**src/rtl/i2c_bit_level_master_macros.svh**
```systemverilog
// ----------------------------------------------------------------------------
// I2C bit-level master assertion macros
// Shared concurrent assertion forms, clocked on clk and idle during reset.
// ----------------------------------------------------------------------------
`ifndef I2C_BIT_LEVEL_MASTER_MACROS_SVH
`define I2C_BIT_LEVEL_MASTER_MACROS_SVH

// Checks that a condition holds at every clock edge outside reset.
`define I2CBLM_ASSERT_ALWAYS(lbl, cond, msg) \
	lbl: assert property (@(posedge clk) disable iff (!arst_n) (cond)) else $error(msg);

// Checks that a consequent holds in the same cycle as its antecedent.
`define I2CBLM_ASSERT_IMPLY(lbl, ante, cons, msg) \
	lbl: assert property (@(posedge clk) disable iff (!arst_n) (ante) |-> (cons)) \
		else $error(msg);

// Checks that a consequent holds in the cycle after its antecedent.
`define I2CBLM_ASSERT_NEXT(lbl, ante, cons, msg) \
	lbl: assert property (@(posedge clk) disable iff (!arst_n) (ante) |=> (cons)) \
		else $error(msg);

`endif

```
**src/rtl/i2cblm_pkg.sv**
```systemverilog
// ----------------------------------------------------------------------------
// I2C bit-level master package
// Command codes and fixed constants of the bit-level bus sequencer.
// ----------------------------------------------------------------------------
package i2cblm_pkg;

	typedef enum logic [2:0] {
		CMD_IDLE  = 3'd0,
		CMD_START = 3'd1,
		CMD_STOP  = 3'd2,
		CMD_WRITE = 3'd3,
		CMD_READ  = 3'd4,
		CMD_ACK   = 3'd5
	} cmd_t;

	localparam logic [15:0] PHASE_TICKS_RESET = 16'd500;
	localparam logic [2:0]  LAST_BIT          = 3'd7;

	localparam logic [2:0]  STEP_0 = 3'd0;
	localparam logic [2:0]  STEP_1 = 3'd1;
	localparam logic [2:0]  STEP_2 = 3'd2;
	localparam logic [2:0]  STEP_3 = 3'd3;
	localparam logic [2:0]  STEP_4 = 3'd4;

endpackage

```
**src/rtl/i2c_bit_level_master.sv**
```systemverilog
// The result of an accepted transaction is registered and valid in the cycle after it is accepted.
// Throughput: one transaction per cycle while results are taken; the single state update is the only loop.
// A new transaction is accepted whenever the result register is empty or being taken.
// Reset (arst_n low, asynchronous) leaves the sequencer idle, SCL and SDA high and driven,
// the phase length at 500 ticks and no result pending.
// ----------------------------------------------------------------------------
// I2C bit-level master
// Steps the bus phase sequencer by one tick per transaction and returns the line
// levels and status after that tick.
// ----------------------------------------------------------------------------
`include "i2c_bit_level_master_macros.svh"

module i2c_bit_level_master #(
	parameter int TIMER_WIDTH = 16
) (
	input  logic        clk,
	input  logic        arst_n,
	input  logic        cfg_write_en,
	input  logic [15:0] cfg_write_data,
	input  logic        in_valid,
	output logic        in_ready,
	input  logic [2:0]  op,
	input  logic [7:0]  write_data,
	input  logic        ack_level,
	input  logic        sda_sample,
	output logic        out_valid,
	input  logic        out_ready,
	output logic        scl_level,
	output logic        sda_level,
	output logic        sda_enable,
	output logic        busy_res,
	output logic        done_res,
	output logic [7:0]  read_data,
	output logic        ack_seen
);

	localparam int LW = (TIMER_WIDTH > 16) ? TIMER_WIDTH : 16;

	logic [15:0]            phase_ticks_q;
	i2cblm_pkg::cmd_t       cmd_q, cmd_d;
	logic [2:0]             step_q, step_d;
	logic [TIMER_WIDTH-1:0] timer_q, timer_d;
	logic [2:0]             bit_q, bit_d;
	logic [7:0]             shift_q, shift_d;
	logic                   scl_q, scl_d;
	logic                   sda_q, sda_d;
	logic                   en_q, en_d;
	logic                   ack_q, ack_d;
	logic [7:0]             last_q, last_d;
	logic                   done_q, done_d;
	logic                   out_valid_q;

	logic [LW-1:0]          lim_ext;
	logic [TIMER_WIDTH-1:0] limit;
	logic                   busy;
	logic                   accept;
	logic                   start_cmd;
	logic                   phase_end;
	logic                   finish;

	assign accept   = in_valid && in_ready;
	assign in_ready = !out_valid_q || out_ready;
	assign busy     = (cmd_q != i2cblm_pkg::CMD_IDLE);

	always_comb begin
		lim_ext = LW'(phase_ticks_q);
		if (lim_ext == '0) begin
			lim_ext = LW'(1);
		end
		if (lim_ext > LW'({TIMER_WIDTH{1'b1}})) begin
			lim_ext = LW'({TIMER_WIDTH{1'b1}});
		end
		limit = lim_ext[TIMER_WIDTH-1:0];
	end

	assign start_cmd = !busy && (op >= 3'(i2cblm_pkg::CMD_START))
		&& (op <= 3'(i2cblm_pkg::CMD_ACK));
	assign phase_end = busy && !(timer_q < limit);

	always_comb begin
		unique case (cmd_q)
			i2cblm_pkg::CMD_START: finish = (step_q != i2cblm_pkg::STEP_0);
			i2cblm_pkg::CMD_STOP:  finish = (step_q >= i2cblm_pkg::STEP_2);
			i2cblm_pkg::CMD_ACK:   finish = (step_q != i2cblm_pkg::STEP_0);
			i2cblm_pkg::CMD_WRITE: finish = (step_q >= i2cblm_pkg::STEP_4);
			i2cblm_pkg::CMD_READ:  finish = (step_q != i2cblm_pkg::STEP_0)
				&& (bit_q >= i2cblm_pkg::LAST_BIT);
			default:               finish = 1'b1;
		endcase
	end

	// Next state of the sequencer: command, phase step, phase timer and done flag.
	always_comb begin
		cmd_d   = cmd_q;
		step_d  = step_q;
		timer_d = timer_q;
		done_d  = 1'b0;
		if (!busy) begin
			if (start_cmd) begin
				cmd_d   = i2cblm_pkg::cmd_t'(op);
				step_d  = i2cblm_pkg::STEP_0;
				timer_d = TIMER_WIDTH'(1);
			end
		end else if (!phase_end) begin
			timer_d = timer_q + TIMER_WIDTH'(1);
		end else begin
			timer_d = TIMER_WIDTH'(1);
			if (finish) begin
				cmd_d   = i2cblm_pkg::CMD_IDLE;
				step_d  = i2cblm_pkg::STEP_0;
				timer_d = '0;
				done_d  = 1'b1;
			end else begin
				unique case (cmd_q)
					i2cblm_pkg::CMD_WRITE: begin
						if (step_q == i2cblm_pkg::STEP_0) begin
							step_d = i2cblm_pkg::STEP_1;
						end else if (step_q == i2cblm_pkg::STEP_1) begin
							step_d = i2cblm_pkg::STEP_2;
						end else if (step_q == i2cblm_pkg::STEP_2) begin
							step_d = (bit_q < i2cblm_pkg::LAST_BIT) ? i2cblm_pkg::STEP_0
								: i2cblm_pkg::STEP_3;
						end else begin
							step_d = i2cblm_pkg::STEP_4;
						end
					end
					i2cblm_pkg::CMD_READ: begin
						step_d = (step_q == i2cblm_pkg::STEP_0) ? i2cblm_pkg::STEP_1
							: i2cblm_pkg::STEP_0;
					end
					default: begin
						step_d = step_q + 3'd1;
					end
				endcase
			end
		end
	end

	// Line levels, shift register, bit counter and captured status.
	always_comb begin
		bit_d   = bit_q;
		shift_d = shift_q;
		scl_d   = scl_q;
		sda_d   = sda_q;
		en_d    = en_q;
		ack_d   = ack_q;
		last_d  = last_q;
		if (start_cmd) begin
			bit_d = '0;
			unique case (op)
				3'(i2cblm_pkg::CMD_START): begin
					scl_d = 1'b1; sda_d = 1'b1; en_d = 1'b1;
				end
				3'(i2cblm_pkg::CMD_STOP): begin
					scl_d = 1'b1; sda_d = 1'b0; en_d = 1'b1;
				end
				3'(i2cblm_pkg::CMD_WRITE): begin
					shift_d = write_data;
					scl_d = 1'b0; sda_d = write_data[7]; en_d = 1'b1;
				end
				3'(i2cblm_pkg::CMD_READ): begin
					shift_d = '0;
					scl_d = 1'b1; sda_d = 1'b1; en_d = 1'b0;
				end
				default: begin
					scl_d = 1'b1; sda_d = ack_level; en_d = 1'b1;
				end
			endcase
		end else if (phase_end) begin
			unique case (cmd_q)
				i2cblm_pkg::CMD_START: begin
					if (step_q == i2cblm_pkg::STEP_0) begin
						sda_d = 1'b0;
					end else begin
						scl_d = 1'b0;
					end
				end
				i2cblm_pkg::CMD_STOP: begin
					if (step_q == i2cblm_pkg::STEP_0) begin
						sda_d = 1'b1;
					end else if (step_q == i2cblm_pkg::STEP_1) begin
						scl_d = 1'b0;
					end
				end
				i2cblm_pkg::CMD_ACK: begin
					if (step_q == i2cblm_pkg::STEP_0) begin
						scl_d = 1'b0;
						sda_d = 1'b1;
					end
				end
				i2cblm_pkg::CMD_WRITE: begin
					if (step_q == i2cblm_pkg::STEP_0) begin
						scl_d = 1'b1;
					end else if (step_q == i2cblm_pkg::STEP_1) begin
						scl_d = 1'b0;
					end else if (step_q == i2cblm_pkg::STEP_2) begin
						if (bit_q < i2cblm_pkg::LAST_BIT) begin
							bit_d   = bit_q + 3'd1;
							shift_d = {shift_q[6:0], 1'b0};
							sda_d   = shift_q[6];
						end else begin
							scl_d = 1'b1; sda_d = 1'b1; en_d = 1'b0;
						end
					end else if (step_q == i2cblm_pkg::STEP_3) begin
						ack_d = sda_sample;
					end else begin
						scl_d = 1'b0;
						en_d  = 1'b1;
					end
				end
				i2cblm_pkg::CMD_READ: begin
					if (step_q == i2cblm_pkg::STEP_0) begin
						shift_d = {shift_q[6:0], sda_sample};
						scl_d   = 1'b0;
					end else if (bit_q < i2cblm_pkg::LAST_BIT) begin
						bit_d = bit_q + 3'd1;
						scl_d = 1'b1;
					end else begin
						en_d   = 1'b1;
						last_d = shift_q;
					end
				end
				default: begin
				end
			endcase
		end
	end

	always_ff @(posedge clk or negedge arst_n) begin
		if (!arst_n) begin
			phase_ticks_q <= i2cblm_pkg::PHASE_TICKS_RESET;
		end else if (cfg_write_en) begin
			phase_ticks_q <= cfg_write_data;
		end
	end

	always_ff @(posedge clk or negedge arst_n) begin
		if (!arst_n) begin
			cmd_q       <= i2cblm_pkg::CMD_IDLE;
			step_q      <= '0;
			timer_q     <= '0;
			bit_q       <= '0;
			shift_q     <= '0;
			scl_q       <= 1'b1;
			sda_q       <= 1'b1;
			en_q        <= 1'b1;
			ack_q       <= 1'b0;
			last_q      <= '0;
			done_q      <= 1'b0;
			out_valid_q <= 1'b0;
		end else begin
			if (accept) begin
				cmd_q   <= cmd_d;
				step_q  <= step_d;
				timer_q <= timer_d;
				bit_q   <= bit_d;
				shift_q <= shift_d;
				scl_q   <= scl_d;
				sda_q   <= sda_d;
				en_q    <= en_d;
				ack_q   <= ack_d;
				last_q  <= last_d;
				done_q  <= done_d;
			end
			if (accept) begin
				out_valid_q <= 1'b1;
			end else if (out_ready) begin
				out_valid_q <= 1'b0;
			end
		end
	end

	assign out_valid  = out_valid_q;
	assign scl_level  = scl_q;
	assign sda_level  = sda_q;
	assign sda_enable = en_q;
	assign busy_res   = busy;
	assign done_res   = done_q;
	assign read_data  = last_q;
	assign ack_seen   = ack_q;

	`I2CBLM_ASSERT_IMPLY(a_done_idle, done_q, !busy, "done reported while a command still runs")
	`I2CBLM_ASSERT_IMPLY(a_idle_timer, !busy, timer_q == '0, "phase timer not cleared while idle")
	`I2CBLM_ASSERT_IMPLY(a_stall_blocks, out_valid_q && !out_ready, !in_ready,
		"transaction accepted while the result is stalled")
	`I2CBLM_ASSERT_NEXT(a_result_follows, accept, out_valid_q,
		"accepted transaction produced no result")

endmodule

```
**config.mk**
```make
export PLATFORM = sky130hd
export DESIGN_NAME = i2c_bit_level_master
export DESIGN_NICKNAME = d
export VERILOG_FILES = /design/src/rtl/i2cblm_pkg.sv /design/src/rtl/i2c_bit_level_master.sv
export VERILOG_INCLUDE_DIRS = /design/src /design/src/rtl
export SDC_FILE = /design/constraint.sdc
export NUM_CORES = 1
export LEC_CHECK = 0
export CORE_MARGIN = 3
export CORE_UTILIZATION = 41
export DETAILED_ROUTE_END_ITERATION = 6
export DONT_BUFFER_PORTS = 1
export PLACE_DENSITY = 0.54
export SLEW_MARGIN = 20
export SYNTH_ARGS = -nofsm -noshare
export SYNTH_HDL_FRONTEND = slang
export SYNTH_SLANG_ARGS = --single-unit
```
**constraint.sdc**
```tcl
create_clock -name clk -period 4.1 [get_ports clk]
set_input_delay 0 -clock clk [delete_from_list [all_inputs] [get_ports clk]]
set_output_delay 0 -clock clk [all_outputs]
set_load 0.05 [all_outputs]
```
---- Yosys cells after proc, flatten, opt, wreduce, memory -nomap -nowiden ----
Cells that the tools add are included.
W data, S select, Z words.
storage, ports and cells
  word-level logic and storage cells ...... 171
  input port bits ......................... 34
  register bits ........................... 63
  output and inout port bits .............. 16
cells by class
  eq/ne operators ......................... 33
  order comparisons ....................... 8
  reduce and logical (&&, ||, !) cells .... 32
  bitwise logic cells ..................... 5
  mux-type cells .......................... 77
  $add $sub $neg .......................... 3
operators with widths
  kind                     number
  $mux W16                 5
  $mux W8                  7
  $mux W3                  18
  $mux W1                  37
  $ne A3 B3 Y1 const B     12
  $pmux W8 S2              2
  $eq A3 B2 Y1 const B     6
  $reduce_and A9 Y1        2
  $add A16 B1 Y16 const B  1
  $gt A16 B16 Y1 const B   1
  $logic_not A16 Y1        1
  $lt A16 B16 Y1           1
  $reduce_and A8 Y1        2
  $ne A4 B4 Y1 const B     3
  $ne A6 B6 Y1 const B     2
  $pmux W3 S2              2
  $reduce_and A10 Y1       1
  $eq A3 B1 Y1 const B     3
  $eq A3 B3 Y1 const B     3
  $reduce_bool A3 Y1       3
  $reduce_and A7 Y1        1
  $add A3 B1 Y3 const B    2
  $ge A3 B3 Y1 const B     2
  $ne A3 B1 Y1 const B     2
  other kinds (23)         39

---- Depth between registers and ports, before layout ----
Gate-level depths: netlist (run 1).
  depth in word-level cells ............... 9
  mapped depth ............................ 9
  depth with buffers taken out ............ 8

---- Worst setup path after synthesis (run 1) ----
No wires, ideal clock.
  kind .................................... register to register
  start ................................... reg out_valid_q, in the netlist out_valid
  end ..................................... reg bit_q[0]
  slack ................................... 1.725 ns
  required time ........................... 3.972 ns
  buffers on the path ..................... 1
  arrival ................................. 2.247 ns
  setup time .............................. 0.128 ns
  stages on the path, launching flop included .. 8
  clock period less this slack ............ 2.375 ns
  cells stage by stage .................... dfrtp_1 > nand2b_1 > and2_1 > clkbuf_2 > o21ai_2 > a21oi_1 > o211ai_2 > mux2_1
between the ends
  word-level cells in the longest chain between the ends .. 4
ends and longest elaborated chain
  what                         RTL line                     source
  from (decl)                  i2c_bit_level_master.sv:51   logic out_valid_q;
  from (signal assigned)       i2c_bit_level_master.sv:250  out_valid_q <= 1'b0;
  from (signal assigned)       i2c_bit_level_master.sv:266  out_valid_q <= 1'b1;
  from (signal assigned)       i2c_bit_level_master.sv:268  out_valid_q <= 1'b0;
  $logic_not A1 Y1             i2c_bit_level_master.sv:62   assign in_ready = !out_valid_q || out_ready;
  $logic_or A1 B1 Y1           i2c_bit_level_master.sv:62
  net in_ready                 i2c_bit_level_master.sv:21   output logic in_ready,
  $logic_and A1 B1 Y1          i2c_bit_level_master.sv:61   assign accept = in_valid && in_ready;
  $reduce_and A7 Y1 (no line)  -
  to (signal assigned)         i2c_bit_level_master.sv:256  bit_q <= bit_d;
  to (decl)                    i2c_bit_level_master.sv:43   logic [2:0] bit_q, bit_d;
The timed path passes the listed nets, and every way through them passes these cells.
A chain may end at the register's enable or synchronous reset.

---- Worst setup path in the final report (run 1) ----
  start ................................... reg phase_ticks_q[2]
  end ..................................... reg last_q[6], in the netlist read_data[6]
between the ends
  word-level cells in the longest chain between the ends .. 8
ends and longest elaborated chain
  what                             RTL line                     source
  from (decl)                      i2c_bit_level_master.sv:39   logic [15:0] phase_ticks_q;
  from (signal assigned)           i2c_bit_level_master.sv:231  phase_ticks_q <= i2cblm_pkg::PHASE_TICKS_RESET;
  from (signal assigned)           i2c_bit_level_master.sv:233  phase_ticks_q <= cfg_write_data;
  $logic_not A16 Y1                i2c_bit_level_master.sv:67   if (lim_ext == '0) begin
  $mux W16 (*)                     i2c_bit_level_master.sv:67
  $gt A16 B16 Y1                   i2c_bit_level_master.sv:70   if (lim_ext > LW'({TIMER_WIDTH{1'b1}})) begin
  $mux W16 (*)                     i2c_bit_level_master.sv:70
  $lt A16 B16 Y1 (*)               i2c_bit_level_master.sv:78   assign phase_end = busy && !(timer_q < limit);
  $logic_not A1 Y1 (*)             i2c_bit_level_master.sv:78
  $logic_and A1 B1 Y1 (*)          i2c_bit_level_master.sv:78
  $reduce_and A6 Y1 (no line) (*)  -
  to (signal assigned)             i2c_bit_level_master.sv:262  last_q <= last_d;
  to (decl)                        i2c_bit_level_master.sv:49   logic [7:0] last_q, last_d;
Mark *: on every way between the ends. The rest lies on a longest branch, timed or not.

==> results of run 1 <==
-- logic make-up (layout without fill, tap and decap cells) --
logic type                 Yosys count  in the layout  share of synthesized area [%]
and+or+nand+nor                    126            126                           17.2
buffers and inverters               45             78                           5.22
muxes                               26             26                           7.58
AOI/OAI and AO/OA                  103            103                           18.3
DFF                                 63             63                           41.6
xor gates and xnor gates            11             11                           2.53
adders and majority gates           23             23                           7.55
-- path summary, 6_finish.rpt --
check | from | to | slack [ps] | depth (start not counted)
max | phase_ticks_q[2] | read_data[6] | 1340 | 8
min | out_ready | out_valid | 70 | 3
max reg2reg | phase_ticks_q[2] | read_data[6] | 1340 | 8
min reg2reg | shift_q[7] | read_data[7] | 520 | 1
max in group asynchronous | arst_n | phase_ticks_q[5] | 3540 | 2
min in group asynchronous | arst_n | timer_q[7] | 250 | 2
-- state kept, by name, summed over array words and instances (netlist names) --
name	count
sda_enable	1
cmd_q	3
ack_seen	1
step_q	3
timer_q	16
scl_level	1
shift_q	8
bit_q	3
out_valid	1
read_data	8
done_res	1
phase_ticks_q	16
sda_level	1
-- routing by layer --
layer	vias up	share of wire, %	global-route usage, %
li1	1475	-	-
met3	11	4.5	4.16
met2	62	49	29.5
met4	0	1.2	5.65
met1	1413	45	23.8
met5	-	0	0
-- critical path: stages (launching register included) --
cell	delay, ps
dfstp_2	530
inv_1	50
ha_1	270
nand2_1	60
nor3b_1	260
a211oi_2	130
o21ai_2	650
nand4_4	350
mux2_2	360
-- cell type report --
type	instances	area [um2]
clock inverter	7	125
clock buffer	9	124
fill	827	4430
sequential	63	1590
multi-input combinational	289	2030
tap	108	135
timing repair buffer	34	353
inverter	28	105
-- where the power goes --
group	internal, mW	switching [mW]	leakage, nW
logic	0.360	0.465	1.10
clock network	0.413	0.278	0.125
registers	0.752	0.209	0.799
total	1.52	0.951	2.03
-- per-stage QoR --
step / power, mW / worst slack [ps] / instances / util (%)
2_1_floorplan: 1.59 / 1730 / 397 / -
3_3_place_gp: 1.75 / 1220 / 490 / 43.5
3_5_place_dp: 1.75 / 1130 / 490 / 43.5
4_1_cts: 2.49 / 1130 / 538 / 50.1
5_1_grt: 2.66 / 1170 / 538 / 50.2
6_report: 2.48 / 1340 / 538 / 50.2
-- what timing repair did --
item,CTS,global route
buffers inserted,0,0
endpoints found under the hold margin,93,0
hold buffers,32,0
-- cell usage in the layout (no fill, tap or decap), drive strengths merged, types with 13 or more instances in the layout --
cell type    count
o21ai           37
nor2            30
dfrtp           54
inv             32
a22o            13
mux2            23
a21oi           27
dlygate4sd3     31
nand2           39
ha              23
==> out/qor.txt, run 1 <==
Post-DP Area: 3870 um2
post-DR wirelength/cell: 16.8 um
Final Slew Violations: 0
Mapped Nets: 454
cells after synthesis: 397
library cells used by synthesis: 60
initial antenna violation count: 0
mapped cell area: 3810 um2
Critical Path RT: 4320 ps
final worst-path cycle share: 67.3%
post-synth top area share: 35.4%
IO Pins: 50
total CTS buffers: 9
maxcap violations: 0
fmax: 362 MHz
RSZ-0062 raised after global routing: no
DP Wirelength: 6180 um
DRT iter0 DRCs: 185
count leader, synth: dfrtp_1
die height: 102 um
Via density: 5.50
IO Port Bufs: 0
slew of the pin with the lowest slew margin: 902 ps
post-route cell area: 4460 um2
Residual DRC: 0
First-pass DRT Iterations: 4
outcome: complete, no violations
via count: 2961
clock buffer depth: 2
hold_ws: 65.6 ps
ys async rst share: 100%
Die ar.: 10500 um2
Layout Nets: 482
Hold Crit Class: in2reg
H-tree depth: 3
Site Rows: 34
die span in x: 102 um
Syn. warnings: 0
post-synth top area cell: dfrtp_1
grt ovf: 0
Global Route Usage Sum: 18.1%
top post-synthesis cells by area: dfrtp_1 (35%), ha_1 (7.5%), dfstp_2 (6.2%)
Tmin final: 2760 ps
layout cells sized above 1: 16.5%
Max IR drop VDD: 0.359 mV
CP arrival: 2980 ps
Setup CP Type: reg2reg
setup total negative slack: 0 ps
Post-Route Skew: 17.4 ps
pin count of the biggest net entering global routing: 64
# resized after CTS: 0
final hold vios: 0
first-pass GRT wire length: 14800 um
Max FO, Critical Path: 13
gpl congestion: 0.826
clk slew on worst S/H paths: 70 ps
ANT nets after route: 0
Synth Area per Inst: 9.61 um2
critical path launch point type: flop
Cell Pwr Density: 555 nW/um2
CP Capture Type: flop
Seq/Total Area, Yosys: 41.6%
Area Growth Syn to Fin: 17.0%
EDFF count, synth: 0
vias in the first global route: 2943
ys flop type: dfrtp_1
P_leak: 2.03 nW
CTS tree: yes
later-pin clock latency in the skew report: 340 ps
final setup vio count: 0
final wirelength: 9060 um
commonest cells in the synthesized netlist: dfrtp_1 (54), nand2_1 (39), o21ai_0 (32)
Core ar.: 8890 um2
root buf cell: clkbuf_8
initial cell density of the core: 42.9%
CTS sink cnt: 63
# diodes: 0
Slew HR: 39.6%
Seq cells post-synth: 63
Note: power is estimated with default switching activity, not from simulation.
==> run 2: changes to the inputs <==
- clock period: 4.1 -> 2.8 ns (I/O delays scaled with it)
==> run 2 against run 1 <==
Against the previous run:
- routed wire length grew 0.31%
- sequential power up 47%
- fmax is 9.0% higher
- worst setup slack got worse by 1100 ps
- clock power rose by 28%
- non-clock buffer count up 11
- final cell count up 2.0%
- critical path type unchanged
- largest power group unchanged
==> out/qor.txt, run 2 (synthesis results as in run 1) <==
outcome: complete, no violations (unchanged)
setup total negative slack: 0 ps (unchanged)
final setup vio count: 0 (unchanged)
CTS tree: yes (unchanged)
root buf cell: clkbuf_8 (unchanged)
critical path launch point type: flop (unchanged)
Via density: 5.53 (was 5.50)
Area Growth Syn to Fin: 18.5% (was 17.0%)
Post-Route Skew: 10.9 ps (was 17.4 ps)
die height: 102 um (unchanged)
DRT iter0 DRCs: 169 (was 185)
Max FO, Critical Path: 13 (unchanged)
Hold Crit Class: in2reg (unchanged)
Final Slew Violations: 0 (unchanged)
H-tree depth: 3 (unchanged)
commonest non-fill, non-tap cell in the layout: dfrtp_1 (unchanged)
grt ovf: 0 (unchanged)
gpl congestion: 0.909 (was 0.826)
Final Power: 3.55 mW (was 2.48 mW)
Slew HR: 41.0% (was 39.6%)
later-pin clock latency in the skew report: 340 ps (about the same)
pin count of the biggest net entering global routing: 64 (unchanged)
CP Capture Type: flop (unchanged)
Site Rows: 34 (unchanged)
initial cell density of the core: 42.9% (unchanged)
fmax: 395 MHz (was 362 MHz)
top flop regs: phase_ticks_q: 16 flops, timer_q: 16 flops (unchanged)
Core ar.: 8890 um2 (unchanged)
CP arrival: 2760 ps (was 2980 ps)
initial antenna violation count: 0 (unchanged)
DP Wirelength: 6440 um (was 6180 um)
final hold vios: 0 (unchanged)
post-DR wirelength/cell: 16.6 um (was 16.8 um)
CTS sink cnt: 63 (unchanged)
clock buffer depth: 2 (unchanged)
Cell Pwr Density: 786 nW/um2 (was 555 nW/um2)
Layout Nets: 493 (was 482)
final worst-path cycle share: 90.4% (was 67.3%)
commonest cells after routing, fill and taps aside: dfrtp_1 (54), nand2_1 (39), o21ai_0 (32) (unchanged)
DP Worst Slack: 101 ps (was 1130 ps)
Tmin final: 2530 ps (was 2760 ps)
Critical Path RT: 3030 ps (was 4320 ps)
first-pass GRT wire length: 14800 um (about the same)
Die ar.: 10500 um2 (unchanged)
slew of the pin with the lowest slew margin: 882 ps (was 902 ps)
die span in x: 102 um (unchanged)
maxcap violations: 0 (unchanged)
via count: 3034 (was 2961)
IO Port Bufs: 0 (unchanged)
P_leak: 2.06 nW (was 2.03 nW)
setup bufs post-CTS: 0 (unchanged)
Residual DRC: 0 (unchanged)
RSZ-0062 raised after global routing: no (unchanged)
First-pass DRT Iterations: 4 (unchanged)
clk slew on worst S/H paths: 80 ps (was 70 ps)
# diodes: 0 (unchanged)
total CTS buffers: 9 (unchanged)
IO Pins: 50 (unchanged)
multi-input logic area: 2030 um2 (about the same)
Setup CP Type: reg2reg (unchanged)
Global Route Usage Sum: 18.3% (was 18.1%)
Max IR drop VDD: 0.453 mV (was 0.359 mV)
ANT nets after route: 0 (unchanged)
post-route setup slack: 268 ps (was 1340 ps)
final wirelength: 9090 um (was 9060 um)
layout cells sized above 1: 18.4% (was 16.5%)
vias in the first global route: 3018 (was 2943)
Reg area: 1590 um2 (unchanged)
Layout fillers: 829 (was 827)
==> run 2: critical path, cell delays in order, from the launching register on <==
cell	delay, ps
dfstp_2	530
inv_1	50
ha_1	290
a21oi_1	170
o21ai_2	90
a211oi_2	310
o21ai_4	200
o211ai_4	380
mux2_2	390
==> run 2: layout make-up <==
type / instances / share of cell area (%)
Multi-Input combinational cell: 289 / 45.0
Clock buffer: 9 / 2.74
Tap cell: 108 / 2.99
Sequential cell: 63 / 35.1
Inverter: 28 / 2.33
Timing Repair Buffer: 45 / 9.63
Clock inverter: 7 / 2.16
==> run 2: worst paths after layout <==
path,from,end,slack (ps),cells after the start
max,phase_ticks_q[7],shift_q[0],270,8
min,op[2],bit_q[0],70,3
max reg2reg,phase_ticks_q[7],shift_q[0],270,8
min reg2reg,shift_q[7],shift_q[7],510,1
max in group asynchronous,arst_n,phase_ticks_q[2],2250,2
min in group asynchronous,arst_n,timer_q[7],230,2
==> run 2: metal layers <==
layer,GRT usage (%),wire (um),vias to the layer above
met5,0,0,-
met4,5.25,135,0
met3,5.32,421,11
met2,30.5,4550,71
met1,23.1,3990,1455
li1,-,-,1497
==> run 2: timing repair <==
action	4_1_cts	5_1_grt
endpoints found under the hold margin	93	0
resized for setup	0	1
endpoints found under the setup margin	0	8
hold buffers	32	0
==> run 2: per-stage QoR <==
step	util, %	cells	hold WS [ps]	area [um2]
after floorplan	-	397	-296	3810
after global placement	44.5	501	-294	3950
after detailed placement	44.5	501	-292	3950
after CTS	50.7	549	46.7	4510
after global routing	50.8	549	82.9	4520
final	50.8	549	67.7	4520
==> run 2: report_power, final <==
| part | switching (mW) | leakage (nW) | total, mW | internal (mW) |
|---|---|---|---|---|
| logic | 0.701 | 1.16 | 1.26 | 0.561 |
| clock network | 0.378 | 0.105 | 0.880 | 0.502 |
| registers | 0.310 | 0.799 | 1.41 | 1.10 |
| total | 1.39 | 2.06 | 3.55 | 2.16 |
